==> config.mk <==
export PLATFORM = sky130hd
export DESIGN_NAME = morse_text_codec_core
export DESIGN_NICKNAME = d
export VERILOG_FILES = /design/src/rtl/core/mtc_pkg.sv /design/src/rtl/core/mtc_front.sv /design/src/rtl/core/mtc_queue.sv /design/src/rtl/core/mtc_back.sv /design/src/rtl/core/morse_text_codec_core.sv
export SDC_FILE = /design/constraint.sdc
export NUM_CORES = 1
export LEC_CHECK = 0
export BUFFER_PORTS_ARGS = -buffer_cell sky130_fd_sc_hd__buf_2
export CORE_MARGIN = 4
export CORE_UTILIZATION = 65
export CTS_BUF_LIST = sky130_fd_sc_hd__clkbuf_2 sky130_fd_sc_hd__clkbuf_4 sky130_fd_sc_hd__clkbuf_8
export DETAILED_ROUTE_END_ITERATION = 10
export GPL_TIMING_DRIVEN = 0
export PLACE_DENSITY = 0.83
export SLEW_MARGIN = 20
export SYNTH_ARGS = -nofsm -noshare
export SYNTH_HDL_FRONTEND = slang
export SYNTH_SLANG_ARGS = --single-unit
==> constraint.sdc <==
create_clock -name clk -period 5.5 [get_ports clk]
set_clock_uncertainty 0.2 [all_clocks]
set_input_delay 1.1 -clock clk [delete_from_list [all_inputs] [get_ports clk]]
set_output_delay 1.1 -clock clk [all_outputs]
set_load 0.03 [all_outputs]
==> src/rtl/core/mtc_pkg.sv <==
// ----------------------------------------------------------------------------
// mtc_pkg
// Shared types, character codes and Morse tables for the text codec.
// ----------------------------------------------------------------------------
`default_nettype none
package mtc_pkg;

	localparam int MAX_SYM    = 5;
	localparam int SYM_LEN_W  = $clog2(MAX_SYM + 1);
	localparam int SYM_IDX_W  = $clog2(MAX_SYM);
	localparam int CODE_COUNT = 36;
	localparam int CODE_IDX_W = 6;
	localparam int CODE_BIT_W = 5;
	localparam int CODE_LEN_W = 3;

	localparam int QDEPTH = 4;
	localparam int QPTR_W = $clog2(QDEPTH);
	localparam int QCNT_W = $clog2(QDEPTH + 1);

	localparam logic [7:0] CH_NL    = 8'h0A;
	localparam logic [7:0] CH_SPACE = 8'h20;
	localparam logic [7:0] CH_DASH  = 8'h2D;
	localparam logic [7:0] CH_DOT   = 8'h2E;
	localparam logic [7:0] CH_0     = 8'h30;
	localparam logic [7:0] CH_1     = 8'h31;
	localparam logic [7:0] CH_9     = 8'h39;
	localparam logic [7:0] CH_A     = 8'h41;
	localparam logic [7:0] CH_Z     = 8'h5A;
	localparam logic [7:0] CH_LA    = 8'h61;
	localparam logic [7:0] CH_LZ    = 8'h7A;
	localparam logic [7:0] CASE_OFS = 8'h20;

	localparam logic [CODE_IDX_W-1:0] IDX_DIGIT1 = 6'd26;
	localparam logic [CODE_IDX_W-1:0] IDX_ZERO   = 6'd35;

	// element i of a code is bit i, dash is 1
	localparam logic [CODE_LEN_W-1:0] CODE_LEN [CODE_COUNT] = '{
		3'd2, 3'd4, 3'd4, 3'd3, 3'd1, 3'd4, 3'd3, 3'd4, 3'd2, 3'd4,
		3'd3, 3'd4, 3'd2, 3'd2, 3'd3, 3'd4, 3'd4, 3'd3, 3'd3, 3'd1,
		3'd3, 3'd4, 3'd3, 3'd4, 3'd4, 3'd4,
		3'd5, 3'd5, 3'd5, 3'd5, 3'd5, 3'd5, 3'd5, 3'd5, 3'd5, 3'd5
	};

	localparam logic [CODE_BIT_W-1:0] CODE_BITS [CODE_COUNT] = '{
		5'd2,  5'd1,  5'd5,  5'd1,  5'd0,  5'd4,  5'd3,  5'd0,  5'd0,  5'd14,
		5'd5,  5'd2,  5'd3,  5'd1,  5'd7,  5'd6,  5'd11, 5'd2,  5'd0,  5'd1,
		5'd4,  5'd8,  5'd6,  5'd9,  5'd13, 5'd3,
		5'd30, 5'd28, 5'd24, 5'd16, 5'd0,  5'd1,  5'd3,  5'd7,  5'd15, 5'd31
	};

	typedef struct packed {
		logic                 pre_space;
		logic [SYM_LEN_W-1:0] elem_len;
		logic [MAX_SYM-1:0]   elem_bits;
		logic [7:0]           chr;
	} job_t;

	function automatic logic [7:0] code_chr(input logic [CODE_IDX_W-1:0] k);
		logic [7:0] r;
		if (k < IDX_DIGIT1) begin
			r = CH_A + 8'(k);
		end else if (k < IDX_ZERO) begin
			r = CH_1 + 8'(k - IDX_DIGIT1);
		end else begin
			r = CH_0;
		end
		return r;
	endfunction

endpackage
`default_nettype wire

==> src/rtl/core/mtc_front.sv <==
// ----------------------------------------------------------------------------
// mtc_front
// Takes input bytes, tracks decode state and queues output jobs.
// ----------------------------------------------------------------------------
`default_nettype none
module mtc_front (
	input  wire logic          clk,
	input  wire logic          arst_n,
	input  wire logic          cfg_we,
	input  wire logic          cfg_wdata,
	input  wire logic          s_tvalid,
	output logic               s_tready,
	input  wire logic [7:0]    s_tdata,
	input  wire logic          q_full,
	output logic               q_push,
	output mtc_pkg::job_t      q_job
);
	import mtc_pkg::*;

	logic                 mode_q;
	logic [MAX_SYM-1:0]   sym_bits_q;
	logic [SYM_LEN_W-1:0] sym_len_q;
	logic                 sym_inv_q;
	logic                 space_seen_q;
	logic                 word_space_q;

	logic                  accept;
	logic [7:0]            up;
	logic                  enc_hit;
	logic [CODE_IDX_W-1:0] enc_idx;
	logic                  dec_hit;
	logic [CODE_IDX_W-1:0] dec_idx;
	logic                  job_valid;

	assign s_tready = !q_full;
	assign accept   = s_tvalid && s_tready;

	// encode side: fold case and find the code index
	always_comb begin
		up      = s_tdata;
		enc_hit = 1'b0;
		enc_idx = '0;
		if (s_tdata >= CH_LA && s_tdata <= CH_LZ) begin
			up = s_tdata - CASE_OFS;
		end
		if (up >= CH_A && up <= CH_Z) begin
			enc_hit = 1'b1;
			enc_idx = CODE_IDX_W'(up - CH_A);
		end else if (up >= CH_1 && up <= CH_9) begin
			enc_hit = 1'b1;
			enc_idx = CODE_IDX_W'(up - CH_1) + IDX_DIGIT1;
		end else if (up == CH_0) begin
			enc_hit = 1'b1;
			enc_idx = IDX_ZERO;
		end
	end

	// decode side: match the collected symbol against the table
	always_comb begin
		dec_hit = 1'b0;
		dec_idx = '0;
		for (int k = 0; k < CODE_COUNT; k++) begin
			if (!dec_hit && SYM_LEN_W'(CODE_LEN[k]) == sym_len_q
			    && MAX_SYM'(CODE_BITS[k]) == sym_bits_q) begin
				dec_hit = 1'b1;
				dec_idx = CODE_IDX_W'(k);
			end
		end
		if (sym_inv_q) begin
			dec_hit = 1'b0;
		end
	end

	always_comb begin
		job_valid       = 1'b0;
		q_job.pre_space = 1'b0;
		q_job.elem_len  = '0;
		q_job.elem_bits = '0;
		q_job.chr       = CH_SPACE;
		if (!mode_q) begin
			if (enc_hit) begin
				job_valid       = 1'b1;
				q_job.elem_len  = SYM_LEN_W'(CODE_LEN[enc_idx]);
				q_job.elem_bits = MAX_SYM'(CODE_BITS[enc_idx]);
			end else if (up == CH_SPACE || up == CH_NL) begin
				job_valid = 1'b1;
				q_job.chr = up;
			end
		end else if (s_tdata == CH_SPACE) begin
			if (!space_seen_q && sym_len_q != '0 && dec_hit) begin
				job_valid       = 1'b1;
				q_job.pre_space = word_space_q;
				q_job.chr       = code_chr(dec_idx);
			end
		end else if (s_tdata == CH_NL) begin
			if (sym_len_q == '0) begin
				job_valid = 1'b1;
				q_job.chr = CH_NL;
			end
		end
	end

	assign q_push = accept && job_valid;

	always_ff @(posedge clk or negedge arst_n) begin
		if (!arst_n) begin
			mode_q       <= 1'b0;
			sym_bits_q   <= '0;
			sym_len_q    <= '0;
			sym_inv_q    <= 1'b0;
			space_seen_q <= 1'b0;
			word_space_q <= 1'b0;
		end else begin
			if (cfg_we) begin
				mode_q <= cfg_wdata;
			end
			if (accept && mode_q) begin
				if (s_tdata == CH_SPACE) begin
					if (!space_seen_q) begin
						space_seen_q <= 1'b1;
						if (job_valid) begin
							word_space_q <= 1'b0;
						end
						sym_bits_q <= '0;
						sym_len_q  <= '0;
						sym_inv_q  <= 1'b0;
					end else begin
						space_seen_q <= 1'b0;
						word_space_q <= 1'b1;
					end
				end else if (s_tdata == CH_NL) begin
					sym_bits_q <= '0;
					sym_len_q  <= '0;
					sym_inv_q  <= 1'b0;
				end else begin
					space_seen_q <= 1'b0;
					if (sym_len_q >= SYM_LEN_W'(MAX_SYM)) begin
						sym_inv_q <= 1'b1;
					end else begin
						if (s_tdata == CH_DASH) begin
							sym_bits_q[sym_len_q[SYM_IDX_W-1:0]] <= 1'b1;
						end else if (s_tdata != CH_DOT) begin
							sym_inv_q <= 1'b1;
						end
						sym_len_q <= sym_len_q + 1'b1;
					end
				end
			end
		end
	end

`ifndef NO_ASSERTIONS
	a_len_bound: assert property (@(posedge clk) disable iff (!arst_n)
		sym_len_q <= SYM_LEN_W'(MAX_SYM))
		else $error("symbol length beyond limit");
	a_empty_sym: assert property (@(posedge clk) disable iff (!arst_n)
		sym_len_q == '0 |-> (sym_bits_q == '0 && !sym_inv_q))
		else $error("empty symbol carries stale data");
`endif

endmodule
`default_nettype wire

==> src/rtl/core/mtc_queue.sv <==
// ----------------------------------------------------------------------------
// mtc_queue
// Small job queue between the front and back parts.
// ----------------------------------------------------------------------------
`default_nettype none
module mtc_queue (
	input  wire logic          clk,
	input  wire logic          arst_n,
	input  wire logic          push,
	input  wire mtc_pkg::job_t push_job,
	output logic               full,
	input  wire logic          pop,
	output mtc_pkg::job_t      pop_job,
	output logic               empty
);
	import mtc_pkg::*;

	job_t              mem_q [QDEPTH];
	logic [QPTR_W-1:0] wr_ptr_q;
	logic [QPTR_W-1:0] rd_ptr_q;
	logic [QCNT_W-1:0] cnt_q;

	assign full    = cnt_q == QCNT_W'(QDEPTH);
	assign empty   = cnt_q == '0;
	assign pop_job = mem_q[rd_ptr_q];

	always_ff @(posedge clk) begin
		if (push) begin
			mem_q[wr_ptr_q] <= push_job;
		end
	end

	always_ff @(posedge clk or negedge arst_n) begin
		if (!arst_n) begin
			wr_ptr_q <= '0;
			rd_ptr_q <= '0;
			cnt_q    <= '0;
		end else begin
			if (push) begin
				wr_ptr_q <= wr_ptr_q + 1'b1;
			end
			if (pop) begin
				rd_ptr_q <= rd_ptr_q + 1'b1;
			end
			if (push && !pop) begin
				cnt_q <= cnt_q + 1'b1;
			end else if (pop && !push) begin
				cnt_q <= cnt_q - 1'b1;
			end
		end
	end

`ifndef NO_ASSERTIONS
	a_cnt_bound: assert property (@(posedge clk) disable iff (!arst_n)
		cnt_q <= QCNT_W'(QDEPTH))
		else $error("queue count beyond depth");
	a_pop_drops: assert property (@(posedge clk) disable iff (!arst_n)
		(pop && !push) |=> cnt_q == $past(cnt_q) - 1'b1)
		else $error("queue count did not drop on pop");
`endif

endmodule
`default_nettype wire

==> src/rtl/core/mtc_back.sv <==
// ----------------------------------------------------------------------------
// mtc_back
// Plays one job out as a run of output bytes, last byte flagged.
// ----------------------------------------------------------------------------
`default_nettype none
module mtc_back (
	input  wire logic          clk,
	input  wire logic          arst_n,
	input  wire mtc_pkg::job_t q_job,
	input  wire logic          q_empty,
	output logic               q_pop,
	output logic               m_tvalid,
	input  wire logic          m_tready,
	output logic [7:0]         m_tdata,
	output logic               m_tlast
);
	import mtc_pkg::*;

	logic active_q;
	job_t cur_q;
	logic take;

	always_comb begin
		if (cur_q.pre_space) begin
			m_tdata = CH_SPACE;
		end else if (cur_q.elem_len != '0) begin
			m_tdata = cur_q.elem_bits[0] ? CH_DASH : CH_DOT;
		end else begin
			m_tdata = cur_q.chr;
		end
	end

	assign m_tvalid = active_q;
	assign m_tlast  = !cur_q.pre_space && cur_q.elem_len == '0;
	assign take     = active_q && m_tready;
	assign q_pop    = !q_empty && (!active_q || (m_tready && m_tlast));

	always_ff @(posedge clk or negedge arst_n) begin
		if (!arst_n) begin
			active_q <= 1'b0;
		end else if (q_pop) begin
			active_q <= 1'b1;
		end else if (take && m_tlast) begin
			active_q <= 1'b0;
		end
	end

	always_ff @(posedge clk) begin
		if (q_pop) begin
			cur_q <= q_job;
		end else if (take) begin
			if (cur_q.pre_space) begin
				cur_q.pre_space <= 1'b0;
			end else if (cur_q.elem_len != '0) begin
				cur_q.elem_len  <= cur_q.elem_len - 1'b1;
				cur_q.elem_bits <= cur_q.elem_bits >> 1;
			end
		end
	end

`ifndef NO_ASSERTIONS
	a_run_continues: assert property (@(posedge clk) disable iff (!arst_n)
		(m_tvalid && m_tready && !m_tlast) |=> m_tvalid)
		else $error("run ended without last");
	a_elem_bound: assert property (@(posedge clk) disable iff (!arst_n)
		active_q |-> cur_q.elem_len <= SYM_LEN_W'(MAX_SYM))
		else $error("element count beyond limit");
`endif

endmodule
`default_nettype wire

==> src/rtl/core/morse_text_codec_core.sv <==
// ----------------------------------------------------------------------------
// morse_text_codec_core
// ASCII to International Morse encoder and Morse to ASCII decoder.
// ----------------------------------------------------------------------------
// channel  | dir | data               | side
// s_*      | in  | tdata: in_char     | input bytes
// m_*      | out | tdata: out_char    | output bytes, tlast marks last per request
// cfg_*    | in  | wdata: mode        | 0 encode, 1 decode
//
// one input byte is taken per cycle while the four-entry job queue has room
// the output side sends one byte per cycle while m_tready is high; an input byte gives 1 to 6 output bytes
// input bytes that produce nothing push no job into the queue
// arst_n clears mode, the decode state and the queue
// either side may stall alone; the queue absorbs the difference
// ----------------------------------------------------------------------------
`default_nettype none
module morse_text_codec_core (
	input  wire logic       clk,
	input  wire logic       arst_n,
	input  wire logic       cfg_we,
	input  wire logic       cfg_wdata,
	input  wire logic       s_tvalid,
	output logic            s_tready,
	input  wire logic [7:0] s_tdata,   // [7:0] in_char
	output logic            m_tvalid,
	input  wire logic       m_tready,
	output logic [7:0]      m_tdata,   // [7:0] out_char
	output logic            m_tlast
);
	import mtc_pkg::*;

	job_t push_job;
	job_t pop_job;
	logic push;
	logic pop;
	logic full;
	logic empty;

	mtc_front u_front (
		.clk       (clk),
		.arst_n    (arst_n),
		.cfg_we    (cfg_we),
		.cfg_wdata (cfg_wdata),
		.s_tvalid  (s_tvalid),
		.s_tready  (s_tready),
		.s_tdata   (s_tdata),
		.q_full    (full),
		.q_push    (push),
		.q_job     (push_job)
	);

	mtc_queue u_queue (
		.clk      (clk),
		.arst_n   (arst_n),
		.push     (push),
		.push_job (push_job),
		.full     (full),
		.pop      (pop),
		.pop_job  (pop_job),
		.empty    (empty)
	);

	mtc_back u_back (
		.clk      (clk),
		.arst_n   (arst_n),
		.q_job    (pop_job),
		.q_empty  (empty),
		.q_pop    (pop),
		.m_tvalid (m_tvalid),
		.m_tready (m_tready),
		.m_tdata  (m_tdata),
		.m_tlast  (m_tlast)
	);

endmodule
`default_nettype wire
# After elaboration in Yosys (flattened, before gate mapping)

Memories as Yosys holds them, arrays and structs flattened.
Cells that the tools add are included.

Bits in registers: 37
RAM bits: 68
ROM bits: 512
Bits of input ports: 14
Output and inout bits: 11
Word-level logic and storage cells: 369
Memories kept: 3

Memories:

| memory           | words | width | read ports | clocked after Yosys merged registers in | wr ports | line            | RTL |
|---|---|---|---|---|---|---|---|
| (name not given) | 64    | 5     | 1          | 0                                       | 0        | mtc_front.sv:84 | `q_job.elem_bits = MAX_SYM'(CODE_BITS[enc_idx]);` |
| (name not given) | 64    | 3     | 1          | 0                                       | 0        | mtc_front.sv:83 | `q_job.elem_len = SYM_LEN_W'(CODE_LEN[enc_idx]);` |
| u_queue.mem_q    | 4     | 17    | 1          | 0                                       | 1        | mtc_queue.sv:18 | `job_t mem_q [QDEPTH];` |

$add $sub $neg: 13
$lt $le $gt $ge: 12
Eq/ne operators: 36
Muxes and demuxes: 139
Bitwise logic cells: 2
Reductions and logical operators: 150

Operators with widths:

| cell                | number |
|---|---|
| $mux 8              | 15 |
| $mux 5              | 23 |
| $logic_and 1x1->1   | 87 |
| $mux 1              | 67 |
| $mux 6              | 8 |
| $logic_not 1->1     | 42 |
| $mux 3              | 12 |
| $eq 8x6->1 const B  | 4 |
| $mux 4              | 8 |
| $eq 4x5->1 const A  | 6 |
| $eq 5x5->1 const A  | 5 |
| $eq 3x5->1 const A  | 4 |
| $mux 9              | 2 |
| $eq 8x4->1 const B  | 2 |
| $ge 8x7->1 const B  | 2 |
| $le 8x7->1 const B  | 2 |
| $eq 2x5->1 const A  | 2 |
| $reduce_bool 2->1   | 5 |
| $logic_not 3->1     | 3 |
| $reduce_and 3->1    | 3 |
| $reduce_bool 3->1   | 3 |
| $add 6x8->8 const A | 1 |
| $add 7x6->8 const A | 1 |
| $ge 8x6->1 const B  | 1 |
| other kinds (34)    | 44 |

# Logic depth before layout (Yosys ltp)

Depth in word-level cells: 153
Mapped depth: 17
Gate-level depth less buffers: 16

# Modules after synthesis

From an unflattened synthesis, not the netlist that was laid out.

Cells, all modules: 593
Area, all modules: 6,520.0 µm²

Modules (own cells, without submodules):

| module    | instances | cells each | area each (µm²) | seq. area each (µm²) |
|---|---|---|---|---|
| mtc_queue | 1         | 123        | 2,890.3         | 2,217.1 |
| mtc_front | 1         | 413        | 2,802.7         | 300.3 |
| mtc_back  | 1         | 57         | 827.0           | 535.5 |

# Worst setup path before layout

No wires, ideal clock.

Kind: input port to flip-flop
From: input s_tdata[0]
To: memory u_queue.mem_q[0][9] (netlist name), data pin
Library setup time: 0.290 ns
Arrival: 4.134 ns
Required time: 5.010 ns
Slack: 0.876 ns
Cell stages on the path: 13
Buffers on the path: 1
Cell sequence: inv_1 -> ha_1 -> or4b_1 -> o211ai_2 -> a41o_2 -> or2_2 -> buf_2 -> nand2_1 -> a21oi_1 -> ha_1 -> mux2_4 -> a2111oi_4 -> a311oi_1

RTL lines:

| what               | line                        | RTL |
|---|---|---|
| start: declaration | morse_text_codec_core.sv:24 | `input wire logic [7:0] s_tdata,` |
| end: declaration   | mtc_queue.sv:18             |  |

==> impl_summary.md <==
Run status
The flow ran to the end, and the final reports show no timing, DRC or antenna violations.

Power
The share of total power dissipated in sequential elements is 0.406. The share of total power dissipated in the clock network is 0.181. The total power draw is 2.51 mW. The switching power is roughly 0.96 mW. Across the VDD grid, the largest voltage drop is 0.237 mV. For this design the ratio of total power to cell area is around 360 nW/um2. The leakage component of the power is approximately 2.6 nW. The internal power of the cells is around 1.5 mW. The share of total power in combinational logic is 0.413.

Of the total power, the share spent switching nets is 0.382.

Global route
The wire length of the first global-routing pass is about 25 mm. The number of antenna violations at the first check in global routing is 0. The maximum number of pins on one net before global-route repair is 21. The via count of the first global-routing pass was 4789. For this run, the total global-route usage over all layers was measured as 0.274. The sum of overflow across all layers after global routing is 0.

Finish
The final layout contains a little under 700 nets. The layout overhead on the synthesized area is 7.47%. The share of cells above drive strength 1 is 0.139. The antenna diode instance count is 0.

The post-layout utilization of the core is 0.715.

Timing
The tightest slew margin relative to the limit is 0.372. The number of endpoints failing setup at the final stage is 0. The measured slew at the worst slew-check pin is ~0.94 ns.

The post-layout worst setup margin is 0.370 ns. The final count of hold timing violations is 0. The final critical path time including I/O delays and setup is 5.13 ns.

The share of the clock period used by the worst path after layout is 0.933. For the final routed database, the setup TNS stands at 0 ns. Setup repair after global routing left no endpoint under its margin. Hold timing on the final database bottoms out at a slack of 0.315 ns. The count of final max-slew check failures came to 0. Based on the critical path, the design can be clocked at up to 0.195 GHz.

CTS
After clock tree synthesis, the repair step resized 0 gates. At the later pin of the worst-skew pair, clock insertion delay measures around 0.37 ns. After clock tree synthesis, the clock-pin slew on the worst setup and hold paths is 0.10 ns. The total setup buffers inserted after CTS is 0. The total number of clock tree sinks is 105.

Counting the buffers created by CTS gives 9. The CTS tree is yes. The number of hold buffers added after cts is 0. The maximum level of the CTS H-tree is 3. The clock root buffer is clkbuf_8. The deepest clock path buffer count is 2.

Drt
The count of nets left with antenna violations once routing finished came out at 0. The detailed router finished its first iteration with just over 400 violations. Dividing the detail-routed wire length by the instance count gives 20.1 um. After detailed routing, the number of remaining DRC violations is 0. For this block, the routed nets add up to 15.5 mm of wire. The first detailed-routing pass took 7 iterations. The via count of the routed design is 5126.

Using the TritonRoute via totals, the vias-per-cell ratio works out to 6.64.

Die
The core region is between 9000 and 10000 um2. The number of top-level pins is 25. The cell row count is 36. The initial standard-cell utilization of the core is 0.665.

The floorplan step set the die height to 108 um. The floorplan step defined a die boundary enclosing 11700 um2. From left edge to right edge, the die measures 108 um.

Yosys
Ranked by total cell area, the synthesized netlist is headed by edfxtp_1 (39%), dfrtp_1 (7.7%), mux4_2 (5.9%). The synthesized design contains 85 enable-type register cells. Counting flops with an async set or reset pin after synthesis yields a share of 0.190. Of the synthesized area, sequential elements account for 0.470. The fraction of the mapped netlist area in simple logic gates is 0.178. The mapped cell area is about 6500 um2. For this run, the leading register cell type out of synthesis is edfxtp_1. The combinational family with the most area after synthesis is simple AND/OR/NAND/NOR gates. Of the total synthesized cell area, the portion taken by XOR and XNOR cells is 0.0242. Ranked by instance count, the synthesized netlist is headed by edfxtp_1 (85), nand2_1 (52), nor2_1 (48). The post-synthesis cell type with the largest combined area is edfxtp_1. The portion of synthesized area spent on multiplexers is 0.0828. Synthesis inferred ~110 register bits. The post-synthesis compound-gate area fraction is 0.150.

Of the total synthesized cell area, the portion taken by full adders, half adders and majority gates is 0.0589. The mean instance size in the synthesized netlist is 10.9 um2. In the synthesized netlist, the number of instances is 596. The cell with the most instances after synthesis is edfxtp_1. For this run, the number of Yosys warnings is 0. Of the post-synthesis cell area, the dominant cell type holds 0.393. The count of distinct cell types in the synthesized netlist is 79.

Placement
The half-perimeter wire length after detailed placement is 11.5 mm. At the end of routability-driven placement, the weighted congestion stood at 1.01. The quantity of I/O buffers inserted on ports is 24. OpenSTA, run right after detailed placement, puts the worst setup slack at 0.0628 ns.

Setup path
The maximum fanout count along the critical path is 11. STA classifies the critical path startpoint as a primary input. The kind of capture point of the worst setup path is a flip-flop. The setup path with the least slack is of type in -> reg. Data on the critical path is required at its endpoint by 5.37 ns. At the worst endpoint, the arrival time is 5.00 ns. The worst reg2reg path depth is 17.

Flow run
The tool flagged a number of max-cap violations equal to 0.

Min path
The worst hold path depth is 1. The class of the tightest hold or removal check is reg -> reg.
metal layers:
metal | part of all wire | track usage | routed length [um]
met1 | 0.41 | 0.374 | 6420
met2 | 0.49 | 0.464 | 7620
met3 | 0.074 | 0.0382 | 1150
met4 | 0.022 | 0.0803 | 337
met5 | 0 | 0 | 0
registers in the layout, indices dropped and copies added (netlist names):
register and cells:
u_back.cur_q 17, u_back.m_tvalid 1, u_front.mode_q 1, u_front.space_seen_q 1, u_front.sym_bits_q 5, u_front.sym_inv_q 1
u_front.sym_len_q 3, u_front.word_space_q 1, u_queue.cnt_q 3, u_queue.mem_q 68, u_queue.rd_ptr_q 2, u_queue.wr_ptr_q 2
per-stage QoR:
stage          area, um2  std cells
6_report            6990        772
5_1_grt             6990        772
4_1_cts             6990        772
3_5_place_dp        6800        756
3_3_place_gp        6800        756
2_1_floorplan       6510        599
final cells by class:
| type | count | area, um2 |
|---|---|---|
| fillers | 668 | 2790 |
| plain buffers | 30 | 128 |
| repair buffers | 24 | 120 |
| clock inverters | 6 | 56.3 |
| well taps | 133 | 166 |
| inverters | 29 | 109 |
| flip-flops and latches | 105 | 3050 |
| multi-input cells | 435 | 3220 |
| clock buffers | 10 | 131 |
path summary, 6_finish.rpt:
check / startpoint / to / slack [ns]
max in group asynchronous: arst_n / u_front.sym_bits_q[3] / 4.28
max reg2reg: u_front.sym_len_q[2] / u_queue.cnt_q[2] / 0.54
min reg2reg: u_queue.cnt_q[2] / u_queue.cnt_q[2] / 0.31
min in group asynchronous: arst_n / u_queue.wr_ptr_q[1] / 0.48
min: u_queue.cnt_q[2] / u_queue.cnt_q[2] / 0.31
max: s_tdata[0] / u_queue.mem_q[2][9] / 0.37
cell families after synthesis:
logic type | Yosys count
AO/OA/AOI/OAI | 135
XOR/XNOR | 18
adder cells (fa/ha/maj) | 30
buffers and inverters | 59
flip-flops | 105
multiplexers | 31
other | 1
AND/OR/NAND/NOR | 217
worst max-delay path, stage by stage:
cell and delay (ns):
buf_2 0.19, inv_1 0.09, ha_1 0.30, nor4b_2 0.25, a2111oi_0 0.60, a21oi_2 0.24
o21a_1 0.25, a21oi_1 0.67, ha_1 0.38, mux2_4 0.20, a2111oi_4 0.07, a311oi_1 0.65
power groups by stage:
stage / registers (mW) / clock network (mW) / logic [mW]
6_report: 1.02 / 0.455 / 1.03
3_5_place_dp: 1.03 / 0 / 1.01
3_3_place_gp: 1.02 / 0 / 0.969
2_1_floorplan: 1.01 / 0 / 0.777
5_1_grt: 1.03 / 0.496 / 1.14
4_1_cts: 1.02 / 0.456 / 1.02
cells in the final DEF, fill, tap and decap left out, types with 6 or more instances in the layout:
cell type / count
edfxtp_1: 85
nand2_1: 52
nor2_1: 48
inv_1: 29
ha_1: 29
buf_2: 27
o21ai_0: 26
a21oi_1: 25
clkbuf_1: 23
dfrtp_1: 20
nand3_1: 17
and2_1: 17
mux4_2: 17
nor3_1: 16
xnor2_1: 12
clkbuf_8: 9
and3_1: 8
nand2b_1: 7
a31oi_1: 7
a211oi_1: 7
mux2_2: 7
nor3b_1: 6
a21o_1: 6
nor4_1: 6
nand4_1: 6
o21a_1: 6
xor2_1: 6
Power figures use the tool's default switching activity.
